**config.mk**
```make
export PLATFORM = sky130hd
export DESIGN_NAME = delta_patch_command_decoder_flat
export DESIGN_NICKNAME = d
export VERILOG_FILES = /design/src/dpcd_pkg.sv /design/src/dpcd_if.sv /design/src/delta_patch_command_decoder.sv /design/src/flat_wrapper.sv
export SDC_FILE = /design/constraint.sdc
export NUM_CORES = 1
export LEC_CHECK = 0
export BUFFER_PORTS_ARGS = -buffer_cell sky130_fd_sc_hd__buf_2
export CORE_MARGIN = 1
export CORE_UTILIZATION = 46
export CTS_BUF_LIST = sky130_fd_sc_hd__clkbuf_8
export CTS_CLUSTER_DIAMETER = 50
export DETAILED_ROUTE_END_ITERATION = 16
export HOLD_SLACK_MARGIN = 0.06
export PLACE_DENSITY = 0.66
export SYNTH_ARGS = -nofsm -noshare
export SYNTH_HDL_FRONTEND = slang
export SYNTH_SLANG_ARGS = --single-unit
```
**constraint.sdc**
```tcl
create_clock -name clk -period 3.95 [get_ports clk]
set_clock_uncertainty 0.15 [all_clocks]
set_input_delay 0.79 -clock clk [delete_from_list [all_inputs] [get_ports clk]]
set_output_delay 0.79 -clock clk [all_outputs]
set_load 0.05 [all_outputs]
```
**src/dpcd_pkg.sv**
```systemverilog
`timescale 1ns / 1ps
// shared types and constants of the delta patch command decoder
package dpcd_pkg;

    // result kind codes
    localparam logic [1:0] KIND_LIT   = 2'd0;
    localparam logic [1:0] KIND_COPY  = 2'd1;
    localparam logic [1:0] KIND_END   = 2'd2;
    localparam logic [1:0] KIND_TRUNC = 2'd3;

    // copy length used for a zero or oversized length field
    localparam logic [16:0] MAX_COPY = 17'h10000;

    // payload field types
    typedef logic [7:0]  byte_t;
    typedef logic [1:0]  kind_t;
    typedef logic [31:0] offset_t;
    typedef logic [16:0] length_t;

endpackage

```
**src/dpcd_if.sv**
```systemverilog
`timescale 1ns / 1ps
// valid/ready channels for delta stream bytes and decoded commands

// delta stream byte channel
interface dpcd_byte_if;
    logic               valid;
    logic               ready;
    dpcd_pkg::byte_t    delta_byte;
    logic               final_byte;

    modport source (output valid, output delta_byte, output final_byte, input ready);
    modport sink   (input valid, input delta_byte, input final_byte, output ready);
endinterface

// decoded command channel
interface dpcd_cmd_if;
    logic               valid;
    logic               ready;
    dpcd_pkg::kind_t    kind;
    dpcd_pkg::byte_t    literal_byte;
    dpcd_pkg::offset_t  copy_offset;
    dpcd_pkg::length_t  copy_length;
    logic               stream_done;

    modport source (
        output valid, output kind, output literal_byte, output copy_offset,
        output copy_length, output stream_done, input ready
    );
    modport sink (
        input valid, input kind, input literal_byte, input copy_offset,
        input copy_length, input stream_done, output ready
    );
endinterface

```
**src/delta_patch_command_decoder.sv**
```systemverilog
`timescale 1ns / 1ps
// delta patch command decoder: turns a delta stream into literal and copy requests
//
// Takes one delta stream byte per cycle on the stream channel and gives at most
// one request per byte on the result channel, in the cycle after the byte is taken.
// The two size headers at the start of a stream are skipped; then copy commands
// (offset and length gathered from the following bytes), literal bytes and an
// end or truncation mark come out in stream order. A last byte that leaves a
// command unfinished gives a truncation mark, one that gives no other request
// an end mark. The decode state lives in a few small registers updated once per
// byte and the request is held in an output register, so a byte is taken every
// cycle as long as that register is empty or is being emptied in the same cycle.
// Copies are not carried out here: a downstream block reads the base object.
module delta_patch_command_decoder (
    input  logic         clk,
    input  logic         rst_n,
    dpcd_byte_if.sink    stream,
    dpcd_cmd_if.source   result
);

    // decode phases
    localparam logic [2:0] PH_HDR1   = 3'd0;
    localparam logic [2:0] PH_HDR2   = 3'd1;
    localparam logic [2:0] PH_CMD    = 3'd2;
    localparam logic [2:0] PH_GATHER = 3'd3;
    localparam logic [2:0] PH_LIT    = 3'd4;

    logic [2:0]  phase_reg, phase_next;
    logic [6:0]  pending_reg, pending_next;
    logic [6:0]  lit_left_reg, lit_left_next;
    logic [31:0] offset_acc_reg, offset_acc_next;
    logic [23:0] length_acc_reg, length_acc_next;

    logic               res_valid_reg, res_valid_next;
    dpcd_pkg::kind_t    res_kind_reg;
    dpcd_pkg::byte_t    res_lit_reg;
    dpcd_pkg::offset_t  res_off_reg;
    dpcd_pkg::length_t  res_len_reg;
    logic               res_done_reg;

    logic               accept;
    logic               have;
    dpcd_pkg::kind_t    kind;
    dpcd_pkg::byte_t    lit;
    dpcd_pkg::offset_t  off;
    dpcd_pkg::length_t  len;
    logic [6:0]         field_onehot;
    logic [23:0]        length_gathered;

    // take a byte whenever the output register is free or draining
    assign stream.ready = !res_valid_reg || result.ready;
    assign accept       = stream.valid && stream.ready;

    // lowest pending field selects where this byte lands
    assign field_onehot = pending_reg & (~pending_reg + 7'd1);

    // length including the byte of this cycle
    always_comb
    begin
        length_gathered = length_acc_reg;
        for (int k = 0; k < 3; k++)
        begin
            if (field_onehot[4 + k])
            begin
                length_gathered[8*k +: 8] = length_acc_reg[8*k +: 8] | stream.delta_byte;
            end
        end
    end

    // per-byte decode
    always_comb
    begin
        phase_next      = phase_reg;
        pending_next    = pending_reg;
        lit_left_next   = lit_left_reg;
        offset_acc_next = offset_acc_reg;
        length_acc_next = length_acc_reg;
        have = 1'b0;
        kind = dpcd_pkg::KIND_LIT;
        lit  = 8'd0;
        off  = 32'd0;
        len  = 17'd0;

        unique case (phase_reg)
            PH_HDR1, PH_HDR2:
            begin
                if (!stream.delta_byte[7])
                begin
                    phase_next = (phase_reg == PH_HDR1) ? PH_HDR2 : PH_CMD;
                end
            end
            PH_CMD:
            begin
                if (stream.delta_byte[7])
                begin
                    pending_next    = stream.delta_byte[6:0];
                    offset_acc_next = 32'd0;
                    length_acc_next = 24'd0;
                    if (stream.delta_byte[6:0] == 7'd0)
                    begin
                        have = 1'b1;
                        kind = dpcd_pkg::KIND_COPY;
                        len  = dpcd_pkg::MAX_COPY;
                    end
                    else
                    begin
                        phase_next = PH_GATHER;
                    end
                end
                else if (stream.delta_byte != 8'd0)
                begin
                    lit_left_next = stream.delta_byte[6:0];
                    phase_next    = PH_LIT;
                end
            end
            PH_GATHER:
            begin
                for (int k = 0; k < 4; k++)
                begin
                    if (field_onehot[k])
                    begin
                        offset_acc_next[8*k +: 8] = offset_acc_reg[8*k +: 8] | stream.delta_byte;
                    end
                end
                length_acc_next = length_gathered;
                pending_next    = pending_reg & ~field_onehot;
                if ((pending_reg & ~field_onehot) == 7'd0)
                begin
                    have = 1'b1;
                    kind = dpcd_pkg::KIND_COPY;
                    off  = offset_acc_next;
                    if (length_gathered == 24'd0 || length_gathered > 24'h010000)
                    begin
                        len = dpcd_pkg::MAX_COPY;
                    end
                    else
                    begin
                        len = length_gathered[16:0];
                    end
                    offset_acc_next = 32'd0;
                    length_acc_next = 24'd0;
                    phase_next      = PH_CMD;
                end
            end
            PH_LIT:
            begin
                have          = 1'b1;
                kind          = dpcd_pkg::KIND_LIT;
                lit           = stream.delta_byte;
                lit_left_next = lit_left_reg - 7'd1;
                if (lit_left_reg == 7'd1)
                begin
                    phase_next = PH_CMD;
                end
            end
            default:
            begin
                phase_next = PH_HDR1;
            end
        endcase

        // last byte of the stream: truncation or end mark where due, then back to reset state
        if (stream.final_byte)
        begin
            if (phase_next == PH_GATHER || phase_next == PH_LIT)
            begin
                have = 1'b1;
                kind = dpcd_pkg::KIND_TRUNC;
                lit  = 8'd0;
                off  = 32'd0;
                len  = 17'd0;
            end
            else if (!have)
            begin
                have = 1'b1;
                kind = dpcd_pkg::KIND_END;
            end
            phase_next      = PH_HDR1;
            pending_next    = 7'd0;
            lit_left_next   = 7'd0;
            offset_acc_next = 32'd0;
            length_acc_next = 24'd0;
        end
    end

    // output register occupancy
    always_comb
    begin
        res_valid_next = res_valid_reg;
        if (accept)
        begin
            res_valid_next = have;
        end
        else if (result.ready)
        begin
            res_valid_next = 1'b0;
        end
    end

    // decode state and output valid
    always_ff @(posedge clk or negedge rst_n)
    begin
        if (!rst_n)
        begin
            phase_reg      <= PH_HDR1;
            pending_reg    <= 7'd0;
            lit_left_reg   <= 7'd0;
            offset_acc_reg <= 32'd0;
            length_acc_reg <= 24'd0;
            res_valid_reg  <= 1'b0;
        end
        else
        begin
            res_valid_reg <= res_valid_next;
            if (accept)
            begin
                phase_reg      <= phase_next;
                pending_reg    <= pending_next;
                lit_left_reg   <= lit_left_next;
                offset_acc_reg <= offset_acc_next;
                length_acc_reg <= length_acc_next;
            end
        end
    end

    // output payload
    always_ff @(posedge clk)
    begin
        if (accept)
        begin
            res_kind_reg <= kind;
            res_lit_reg  <= lit;
            res_off_reg  <= off;
            res_len_reg  <= len;
            res_done_reg <= stream.final_byte;
        end
    end

    assign result.valid        = res_valid_reg;
    assign result.kind         = res_kind_reg;
    assign result.literal_byte = res_lit_reg;
    assign result.copy_offset  = res_off_reg;
    assign result.copy_length  = res_len_reg;
    assign result.stream_done  = res_done_reg;

    // last byte always yields a request marked done
    assert property (@(posedge clk) disable iff (!rst_n)
        accept && stream.final_byte |=> res_valid_reg && res_done_reg)
        else $error("final byte did not produce a done request");

    // decoder returns to its reset state after the last byte
    assert property (@(posedge clk) disable iff (!rst_n)
        accept && stream.final_byte |=>
            phase_reg == PH_HDR1 && pending_reg == 7'd0 && lit_left_reg == 7'd0)
        else $error("state not cleared after final byte");

    // copy length is always in range
    assert property (@(posedge clk) disable iff (!rst_n)
        res_valid_reg && res_kind_reg == dpcd_pkg::KIND_COPY |->
            res_len_reg != 17'd0 && res_len_reg <= dpcd_pkg::MAX_COPY)
        else $error("copy length out of range");

    // end and truncation marks only on the last request of a stream
    assert property (@(posedge clk) disable iff (!rst_n)
        res_valid_reg && (res_kind_reg == dpcd_pkg::KIND_TRUNC ||
                          res_kind_reg == dpcd_pkg::KIND_END) |-> res_done_reg)
        else $error("end mark without stream done");

endmodule
```
**src/flat_wrapper.sv**
```systemverilog
// flat-port wrapper written by rule: the top's interface ports become plain ports
module delta_patch_command_decoder_flat 
  (clk, rst_n, stream_valid, stream_delta_byte, stream_final_byte, stream_ready, result_valid, result_kind, result_literal_byte, result_copy_offset, result_copy_length, result_stream_done, result_ready);
  dpcd_byte_if stream_i ();
  dpcd_cmd_if result_i ();
  input  logic clk;
  input  logic rst_n;
  input wire logic [$bits(stream_i.valid)-1:0] stream_valid;
  input wire logic [$bits(stream_i.delta_byte)-1:0] stream_delta_byte;
  input wire logic [$bits(stream_i.final_byte)-1:0] stream_final_byte;
  output wire logic [$bits(stream_i.ready)-1:0] stream_ready;
  output wire logic [$bits(result_i.valid)-1:0] result_valid;
  output wire logic [$bits(result_i.kind)-1:0] result_kind;
  output wire logic [$bits(result_i.literal_byte)-1:0] result_literal_byte;
  output wire logic [$bits(result_i.copy_offset)-1:0] result_copy_offset;
  output wire logic [$bits(result_i.copy_length)-1:0] result_copy_length;
  output wire logic [$bits(result_i.stream_done)-1:0] result_stream_done;
  input wire logic [$bits(result_i.ready)-1:0] result_ready;
  assign stream_i.valid = stream_valid;
  assign stream_i.delta_byte = stream_delta_byte;
  assign stream_i.final_byte = stream_final_byte;
  assign stream_ready = stream_i.ready;
  assign result_valid = result_i.valid;
  assign result_kind = result_i.kind;
  assign result_literal_byte = result_i.literal_byte;
  assign result_copy_offset = result_i.copy_offset;
  assign result_copy_length = result_i.copy_length;
  assign result_stream_done = result_i.stream_done;
  assign result_i.ready = result_ready;
  delta_patch_command_decoder u_core (.clk(clk), .rst_n(rst_n), .stream(stream_i), .result(result_i));
endmodule
```
==> results of run 1 <==
-- per-layer routing --
layer	share of wire [%]	up-vias
met1	45	2147
met2	46	202
li1	-	2069
met4	1.8	0
met3	6.4	25
met5	0	-
-- power groups by stage --
stage	Combinational [mW]	Clock, mW	Sequential [mW]
finish	0.564	1.17	1.59
global route	0.608	1.26	1.60
CTS	0.563	1.19	1.59
detailed placement	0.560	0	1.62
global placement	0.550	0	1.62
floorplan	0.277	0	1.76
-- per-stage QoR --
| stage | cell area (um^2) | util, % |
|---|---|---|
| 2_1_floorplan | 5811 | - |
| 3_3_place_gp | 6277 | 51.62 |
| 3_5_place_dp | 6277 | 51.62 |
| 4_1_cts | 6690 | 55.01 |
| 5_1_grt | 6690 | 55.01 |
| 6_report | 6690 | 55.01 |
-- path summary, 6_finish.rpt --
check                      slack [ns]                 startpoint                            to
max                              0.81      u_core.pending_reg[0]  u_core.result.copy_length[5]
min                              0.28                      rst_n     u_core.length_acc_reg[22]
max reg2reg                      0.81      u_core.pending_reg[0]  u_core.result.copy_length[5]
min reg2reg                      0.34  u_core.offset_acc_reg[18]     u_core.offset_acc_reg[18]
max in group asynchronous        2.58                      rst_n      u_core.length_acc_reg[6]
min in group clk                 0.34  u_core.offset_acc_reg[18]     u_core.offset_acc_reg[18]
-- cell usage in the layout, fill, tap and decap left out, types with 2 or more instances in the layout --
cell        instances
a21oi_1            64
a22o_1              6
a31oi_1            42
and2_1             11
and3_1              2
and4_1              2
buf_2              74
buf_4               8
bufinv_16           3
clkbuf_8           20
clkinvlp_4          3
dfrtp_1            74
edfxtp_1           60
ha_1                2
inv_1              10
nand2_1            13
nand2b_1            6
nand3_1             3
nand4_1             3
nor2_1             95
nor2b_1            10
nor3_1             15
nor3_2             10
nor3b_1             2
nor4_1              9
o21a_1              2
o21ai_0            26
o21ai_1             2
o31ai_1             3
or3_1               4
or4_1               3
-- cell families after synthesis --
family,Yosys count
AND/OR/NAND/NOR,194
AO/OA/AOI/OAI,155
flip-flops,134
buffers and inverters,52
adder cells (fa/ha/maj),3
XOR/XNOR,1
-- synthesized netlist by cell type, drive strengths merged, types with 6 or more instances --
master and number:
nand2b 6, clkbuf 35, inv 7, nor2 96, a21oi 64, nor3 25
edfxtp 60, nand2 13, a31oi 43, and2 11, nor4 9, nor2b 10
o21ai 28, buf 10, a22o 6, dfrtp 74
-- layout make-up --
class                           count  area [um^2]  share of cell area (%)
Clock inverter                     12        137.6                   2.057
Multi-Input combinational cell    353         1953                   29.19
Sequential cell                   134         3654                   54.61
Timing Repair Buffer               82        430.4                   6.434
Clock buffer                       20        275.3                   4.114
Inverter                            7        30.03                  0.4488
Tap cell                          168        210.2                   3.142
==> flow_metrics.py, run 1 <==
metrics = {
    "grt": {
        "antenna_found_initial": 0,
        "grt_pass1_wl_um": 22180,
        "met2_usage_pct": 34.02,
        "use_met3_pct": 5.982,
        "grt_busiest_layer": "met2",
        "grt.overflow.total": 0,
        "grt_pass1_vias": 4226,
        "grt_max_degree": 49,
        "grtUsageMet1_pct": 31.44,
        "grt_use_total_pct": 22.55,
    },
    "clock_network": {
        "cts_buffers": 17,
        "cts-root-buf": "clkbuf_8",
        "post_cts_buffers": 0,
        "cts_resized": 0,
        "clock-sinks": 134,
        "cts_htree_levels": 4,
        "clockBufferDepth": 2,
        "clk_latency_ns": 0.44,
        "cts.clk_slew.worst_paths_ns": 0.07,
        "cts_tree": "yes",
        "cts_hold_buf": 0,
    },
    "timing": {
        "whs_ns": 0.2820,
        "hold_viol": 0,
        "fmax_mhz": 318.1,
        "slew_violations": 0,
        "setup_tns_ns": 0,
        "min_period_over_period_pct": 79.59,
        "rsz0062_at_grt": "false",
        "slew_headroom_pct": 31.26,
        "fin_crit_ns": 3.144,
        "worst_slack_ns": 0.8063,
        "worst_slew_pin_slew_ns": 1.029,
        "setup_viol": 0,
    },
    "logic_synthesis": {
        "synth_area_leaders": "dfrtp_1, edfxtp_1, nor2_1",
        "synth-compound-area-share_pct": 15.58,
        "ys_warn_count": 0,
        "synth_flop_cell": "dfrtp_1",
        "synthAdderAreaFrac_pct": 0.6033,
        "syn_inst": 539,
        "netlist_area_um2": 5807,
        "synth_top_cell_area_share_pct": 31.89,
        "synthArstFlopShare_pct": 55.22,
        "syn-num-nets": 554,
        "yosysSeqAreaShare_pct": 62.92,
        "synth_xor_area_share_pct": 0.1508,
        "synth-edff-count": 60,
        "ys_seq_elements": 134,
        "synth_top_family_by_area": "simple AND/OR/NAND/NOR gates",
        "synth_top_area_cell": "dfrtp_1",
        "yosys.area_share.simple_pct": 17.00,
        "syn_area_per_cell_um2": 10.77,
        "netlist-cell-type-count": 46,
        "synth_mux_area_share_pct": 0,
    },
    "die": {
        "io_pins": 75,
        "start_util_pct": 47.75,
        "fp.dieW_um": 114.4,
        "die_y_um": 114.4,
        "core.rowCount": 40,
        "die_area_um2": 13080,
        "coreArea_um2": 12160,
    },
    "route": {
        "avgViaCountPerCell": 5.726,
        "vias": 4443,
        "drc": 0,
        "routed_wl_um": 13760,
        "routedWlPerCell_um": 17.73,
        "drt_iter0_markers": 476,
        "firstDrtPassIters": 6,
        "ant_nets": 0,
    },
    "setup_path": {
        "cpMaxStageDelayCell": "or3_1",
        "path_delay_family": "simple AND/OR/NAND/NOR gates",
        "path_depth": 5,
        "cp.required_ns": 4.06,
        "ff2ff_path_depth": 5,
        "cp_max_fo": 17,
        "arrival_ns": 3.26,
        "critPathKind": "reg2reg",
        "worstPathCellList": "or4_1 > o31ai_2 > nand4_2 > or3_1 > nor3_1",
        "path_buf_inv": 0,
        "crit_path_max_incr_delay_ns": 0.66,
        "end_kind": "flip-flop",
        "cp-start-kind": "flip-flop",
    },
    "place": {
        "pre_cts_slack_ns": 0.4572,
        "dp_hpwl_um": 8530,
        "gp_congestion": 0.8664,
        "dp_cells": 744,
        "port_buffers": 74,
    },
    "power": {
        "p_leak_nw": 2.769,
        "switchingPower_mw": 0.9978,
        "comb_power_share_pct": 16.9,
        "powerDensity_nw_per_um2": 498.1,
        "p_int_mw": 2.334,
        "seq_power_share_pct": 47.8,
        "clockPowerShare_pct": 35.2,
        "ir_drop_v": 0.0002132,
        "switching_share_pct": 29.94,
        "power_mw": 3.332,
    },
    "cells_and_area": {
        "antennaDiodeCount": 0,
        "final_layout_size_suffix_gt1_share_pct": 20.72,
        "syn_to_final_growth_pct": 15.21,
        "nets": 610,
        "fill_cells": 1064,
        "final_cell_count_no_fill": 776,
    },
    "run": {
        "drv_cap": 0,
    },
    "run_status": {
        "status": "finished, final reports clean",
    },
    "hold_path": {
        "hold_path.class": "in2async",
    },
}
No activity file was read; power rests on OpenSTA's default activity.
==> run 2, diff against run 1 <==
==> constraint.sdc (replaced) <==
create_clock -name clk -period 3.1 [get_ports clk]
set_clock_uncertainty 0.15 [all_clocks]
set_input_delay 0.62 -clock clk [delete_from_list [all_inputs] [get_ports clk]]
set_output_delay 0.62 -clock clk [all_outputs]
set_load 0.05 [all_outputs]
==> run 2 against run 1 <==
Largest cell class unchanged. Sequential cell count unchanged. Clock power increased by 17%. Power up 25%. Setup slack got worse by 0.41 ns. Count of clock-buffer cells in the layout fell by 3. Register-to-register slack got worse by 0.41 ns. Global-route usage decreased by 0.16 points. Critical path type unchanged.
==> flow_metrics.py, run 2 (synthesized netlist as in run 1, its figures left out) <==
metrics = {
    "run_status": {
        "status": "finished, final reports clean",
    },
    "setup_path": {
        "critPathKind": "reg2reg",
        "cp_max_fo": 16,
        "end_kind": "flip-flop",
        "cp.required_ns": 3.22,
        "worstPathCellList": "or4_1 > o21ai_1 > nand4_2 > or3_1 > buf_4 > nor3_2",
        "cp-start-kind": "flip-flop",
        "crit_path_max_incr_delay_ns": 0.61,
        "arrival_ns": 2.82,
        "r2r_setup_slack_ns": 0.39,
        "cpMaxStageDelayCell": "or4_1",
    },
    "grt": {
        "grt_use_total_pct": 22.39,
        "grt_pass1_vias": 4275,
        "grt.overflow.total": 0,
        "grt_pass1_wl_um": 22250,
        "antenna_found_initial": 0,
        "grt_max_degree": 49,
    },
    "cells_and_area": {
        "final_layout_size_suffix_gt1_share_pct": 23.15,
        "antennaDiodeCount": 0,
        "multiInputGateArea_um2": 1979,
        "final_common_cell": "nor2_1",
        "syn_to_final_growth_pct": 17.19,
        "fill_cells": 1081,
        "nets": 624,
        "seqCellArea_um2": 3654,
        "post-route-util_pct": 55.96,
        "final_cell_mix": "nor2_1, buf_2, dfrtp_1",
    },
    "power": {
        "powerDensity_nw_per_um2": 609.7,
        "power_mw": 4.149,
        "comb_power_share_pct": 18.1,
        "switching_share_pct": 31.23,
        "switchingPower_mw": 1.296,
        "clockPowerShare_pct": 33.0,
        "p_int_mw": 2.853,
        "seq_power_share_pct": 48.9,
        "ir_drop_v": 0.0002227,
        "p_leak_nw": 2.832,
    },
    "route": {
        "avgViaCountPerCell": 5.772,
        "drt_iter0_markers": 519,
        "routed_wl_um": 13700,
        "ant_nets": 0,
        "firstDrtPassIters": 5,
        "vias": 4560,
        "routedWlPerCell_um": 17.34,
        "drc": 0,
    },
    "timing": {
        "slew_violations": 0,
        "hold_viol": 0,
        "rsz0062_at_grt": "false",
        "worst_slew_pin_slew_ns": 0.7585,
        "setup_tns_ns": 0,
        "fmax_mhz": 369.3,
        "fin_crit_ns": 2.708,
        "setup_viol": 0,
        "min_period_over_period_pct": 87.34,
        "slew_headroom_pct": 49.32,
    },
    "clock_network": {
        "cts_hold_buf": 0,
        "clockBufferDepth": 2,
        "clk_latency_ns": 0.43,
        "post_cts_buffers": 0,
        "cts-root-buf": "clkbuf_8",
        "clock-sinks": 134,
        "cts.clk_slew.worst_paths_ns": 0.08,
        "cts_buffers": 17,
        "cts_htree_levels": 4,
        "cts_resized": 0,
        "cts_tree": "yes",
    },
    "die": {
        "io_pins": 75,
        "core.rowCount": 40,
        "fp.dieW_um": 114.4,
        "die_area_um2": 13080,
        "start_util_pct": 47.75,
        "coreArea_um2": 12160,
        "die_y_um": 114.4,
    },
    "place": {
        "gp_congestion": 0.8269,
        "port_buffers": 74,
        "dp_hpwl_um": 8633,
    },
    "run": {
        "drv_cap": 0,
    },
    "hold_path": {
        "hold_path.class": "in2async",
    },
}
run 2: changes by cell type in the layout (fill, tap and decap cells not counted), sizes merged:
| cell | delta |
|---|---|
| buf | +14 |
| clkinvlp | -1 |
| bufinv | -1 |
| clkbuf | -3 |
| clkinv | +5 |
run 2: final cells by class:
class / count / area share (%)
Clock buffer: 17 / 3.438
Multi-Input combinational cell: 353 / 29.09
Timing Repair Buffer: 96 / 8.237
Inverter: 7 / 0.4413
Sequential cell: 134 / 53.69
Tap cell: 168 / 3.089
Clock inverter: 15 / 2.022
run 2: path summary, 6_finish.rpt:
check | to | cells past startpoint | from
worst min register to register | u_core.offset_acc_reg[30] | 2 | u_core.offset_acc_reg[30]
min in group clk | u_core.offset_acc_reg[30] | 2 | u_core.offset_acc_reg[30]
worst max register to register | u_core.result.copy_length[7] | 6 | u_core.pending_reg[2]
max in group asynchronous | u_core.length_acc_reg[8] | 2 | rst_n
worst max-delay path | u_core.result.copy_length[7] | 6 | u_core.pending_reg[2]
worst min-delay path | u_core.lit_left_reg[1] | 1 | rst_n
run 2: power groups by stage:
| stage | clock, mW | combinational (mW) | sequential, mW |
|---|---|---|---|
| after global routing | 1.48 | 0.811 | 2.04 |
| after detailed placement | 0 | 0.746 | 2.06 |
| final | 1.37 | 0.749 | 2.03 |
| after CTS | 1.39 | 0.748 | 2.03 |
| after floorplan | 0 | 0.358 | 2.24 |
| after global placement | 0 | 0.731 | 2.06 |
run 2: per-layer routing:
metal	GRT usage [%]	share of wire, %
met2	34.79	48
met4	7.273	1.6
met1	31.28	45
met5	0	0
met3	5.082	5.4
run 2: per-stage QoR:
step / instance area [um^2] / hold WS (ns) / cells / worst slack (ns)
after floorplan: 5837 / 0.1744 / 539 / 0.1141
after global placement: 6434 / 0.3253 / 758 / 0.1640
after detailed placement: 6434 / 0.3362 / 758 / 0.09338
after CTS: 6805 / 0.06702 / 790 / 0.4245
after global routing: 6805 / 0.08502 / 790 / 0.2588
final: 6805 / 0.05868 / 790 / 0.3924
run 2: worst max-delay path: cells and delay by family, from the launching register on:
kind            cells  cell delay [ns]
simple gates        4             1.32
flops               1             0.48
compound gates      1             0.36
buf+inv             1             0.22
==> run 3, diff against run 2 <==
--- a/config.mk
+++ b/config.mk
@@ -5,7 +5,9 @@
 export SDC_FILE = /design/constraint.sdc
 export NUM_CORES = 1
 export LEC_CHECK = 0
+export ABC_AREA = 1
 export BUFFER_PORTS_ARGS = -buffer_cell sky130_fd_sc_hd__buf_2
+export CORE_ASPECT_RATIO = 1.5
 export CORE_MARGIN = 1
 export CORE_UTILIZATION = 46
 export CTS_BUF_LIST = sky130_fd_sc_hd__clkbuf_8
==> run 3 against run 2 <==
Global-route usage rose by 0.29 points. Die area grew 4.3%. Setup slack better by 0.27 ns. Sequential power is 3% lower. Fmax increased by 11%. Cell count up 12%. Hold slack improved by 0.25 ns. First-iteration DRC count is 38% lower. Clock power up 12%. Critical endpoint is now u_core.result.copy_length[10]. Highest routed layer unchanged.
==> flow_metrics.py, run 3 <==
metrics = {
    "die": {
        "die_area_um2": 13650,
        "coreArea_um2": 12890,
        "die_y_um": 142.6,
        "fp.dieW_um": 95.71,
        "start_util_pct": 47.01,
        "io_pins": 75,
        "core.rowCount": 51,
    },
    "clock_network": {
        "cts_tree": "yes",
        "clockBufferDepth": 2,
        "cts.clk_slew.worst_paths_ns": 0.08,
        "clock-sinks": 134,
        "cts_htree_levels": 4,
        "cts-root-buf": "clkbuf_8",
        "cts_buffers": 17,
        "cts_resized": 0,
        "clk_latency_ns": 0.45,
    },
    "cells_and_area": {
        "final_cell_count_no_fill": 888,
        "final_common_cell": "nand2_1",
        "final_layout_size_suffix_gt1_share_pct": 20.71,
        "final_cell_mix": "nand2_1, a21oi_1, nor2_1",
        "nets": 731,
        "fin_area_um2": 6999,
        "fill_cells": 1176,
        "syn_to_final_growth_pct": 15.51,
        "antennaDiodeCount": 0,
        "post-route-util_pct": 54.30,
    },
    "power": {
        "p_leak_nw": 2.956,
        "power_mw": 4.079,
        "seq_power_share_pct": 48.0,
        "ir_drop_v": 0.0003547,
        "switching_share_pct": 29.63,
        "p_int_mw": 2.871,
        "switchingPower_mw": 1.209,
        "clockPowerShare_pct": 37.6,
        "powerDensity_nw_per_um2": 582.8,
        "comb_power_share_pct": 14.4,
    },
    "place": {
        "placed_area_um2": 6564,
        "gp_congestion": 0.9449,
        "port_buffers": 74,
        "dp_hpwl_um": 9724,
        "dp_cells": 855,
    },
    "setup_path": {
        "r2r-start": "u_core.pending_reg[0]",
        "cp_max_fo": 15,
        "critPathKind": "reg2reg",
        "cp-start-kind": "flip-flop",
        "ff2ff_path_depth": 12,
        "end_kind": "flip-flop",
        "arrival_ns": 2.47,
        "reg2reg_to": "u_core.result.copy_length[10]",
        "r2r_setup_slack_ns": 0.66,
        "cp.required_ns": 3.13,
    },
    "timing": {
        "fin_crit_ns": 2.440,
        "slew_headroom_pct": 59.33,
        "whs_ns": 0.3038,
        "setup_viol": 0,
        "slew_violations": 0,
        "rsz0062_at_grt": "false",
        "worst_slew_pin_slew_ns": 0.6037,
        "hold_viol": 0,
        "min_period_over_period_pct": 78.70,
        "fmax_mhz": 409.9,
    },
    "hold_path": {
        "whs_endpoint": "u_core.result.stream_done",
        "worstHoldPathCells": 1,
        "min_from": "stream_final_byte",
        "hold_path.class": "in2reg",
    },
    "route": {
        "routedWlPerCell_um": 16.14,
        "ant_nets": 0,
        "vias": 4763,
        "drc": 0,
        "avgViaCountPerCell": 5.364,
        "routed_wl_um": 14330,
        "drt_iter0_markers": 324,
        "firstDrtPassIters": 5,
    },
    "grt": {
        "grt_pass1_vias": 4712,
        "antenna_found_initial": 0,
        "grt_max_degree": 35,
        "grt_use_total_pct": 22.68,
        "grt.overflow.total": 0,
        "grt_pass1_wl_um": 23220,
    },
    "logic_synthesis": {
        "synth_area_leaders": "dfrtp_1, edfxtp_1, a21oi_1",
        "syn_area_per_cell_um2": 9.498,
        "syn-num-nets": 653,
        "synth_common_cells": "nand2_1, a21oi_1, nor2_1, dfrtp_1, edfxtp_1",
        "ys_seq_elements": 134,
        "synth_top_area_cell": "dfrtp_1",
        "yosysSeqAreaShare_pct": 60.29,
        "post-synth-top-count-cell": "nand2_1",
        "ys_warn_count": 0,
        "synth_flop_cell": "dfrtp_1",
        "synthArstFlopShare_pct": 55.22,
        "syn_inst": 638,
        "synth_top_cell_area_share_pct": 30.56,
        "netlist-cell-type-count": 39,
        "synth-edff-count": 60,
        "netlist_area_um2": 6060,
    },
    "run_status": {
        "status": "finished, final reports clean",
    },
    "run": {
        "drv_cap": 0,
    },
}
-- run 3: changes by cell type in the layout (fill, tap and decap cells not counted), sizes merged, moves of 7 or more --
| cell | before | now |
|---|---|---|
| a21oi | 64 | 106 |
| a31oi | 43 | 1 |
| and2 | 11 | 3 |
| buf | 96 | 89 |
| inv | 10 | 58 |
| nand2 | 13 | 125 |
| nand3 | 3 | 12 |
| nor2 | 96 | 103 |
| nor2b | 10 | 0 |
| nor3 | 25 | 4 |
| nor4 | 9 | 0 |
| o21bai | 0 | 7 |
-- run 3: through the flow --
stage,setup WS (ns),TNS [ns]
final,0.6603,0
after global routing,0.4889,0
after CTS,0.6875,0
after detailed placement,0.5702,0
after global placement,0.6272,0
after floorplan,-0.06369,-1.221
-- run 3: cell families (layout without fill, tap and decap cells) --
group,after synthesis,count (layout),share of synthesized area [%]
flops,134,134,60.29
simple gates,259,259,18.65
fa+ha+maj,2,2,0.4129
compound gates,155,155,13.94
buf+inv,87,178,6.566
xor+xnor,1,1,0.1446
-- run 3: layer usage --
layer	track usage, %	wire length (um)	up-vias
li1	-	-	2295
met1	27.98	5879	2271
met2	37.07	7295	157
met3	4.701	715	40
met4	11.78	439	0
met5	0	0	-
-- run 3: worst max-delay path by stage --
stage	to	slack [ns]	from	cells past startpoint
floorplan	u_core.length_acc_reg[9]	-0.06	result_ready	9
CTS	u_core.result.copy_length[10]	0.69	u_core.pending_reg[0]	12
global route	u_core.result.copy_length[10]	0.49	u_core.pending_reg[0]	12
detailed placement	u_core.offset_acc_reg[7]	0.57	result_ready	11
global placement	u_core.length_acc_reg[23]	0.63	stream_delta_byte[7]	9
finish	u_core.result.copy_length[10]	0.66	u_core.pending_reg[0]	12
-- run 3: power by group through the flow --
stage | combinational (mW) | sequential, mW | clock, mW
after floorplan | 0.260 | 2.16 | 0
after global placement | 0.582 | 1.99 | 0
after detailed placement | 0.588 | 1.99 | 0
after CTS | 0.591 | 1.96 | 1.56
after global routing | 0.637 | 1.96 | 1.64
final | 0.589 | 1.96 | 1.53
-- run 3: worst max-delay path, cell delays in order, from the launching register on --
cell and delay [ns]:
dfrtp_1 0.63, nor2_4 0.08, buf_4 0.21, nand3_4 0.08, nor2_4 0.06, a21oi_1 0.25, nand2_1 0.08, nor2_1 0.12
nand3_1 0.08, nand2_1 0.10, nand2_2 0.08, nand3_4 0.19, nor2_1 0.08
-- run 3: cell type report --
cell class                      instances  area, um^2  area share [%]
Multi-Input combinational cell        417        2013           28.76
Inverter                               56       214.0           3.057
Sequential cell                       134        3655           52.22
Clock buffer                           21       289.0           4.129
Tap cell                              159       198.9           2.842
Timing Repair Buffer                   90       493.0           7.043
Clock inverter                         11       136.4           1.949
-- run 3: what timing repair did --
item                                   CTS  global route
hold buffers                             1             0
endpoints found under the hold margin   20             0
setup buffers                            0             0
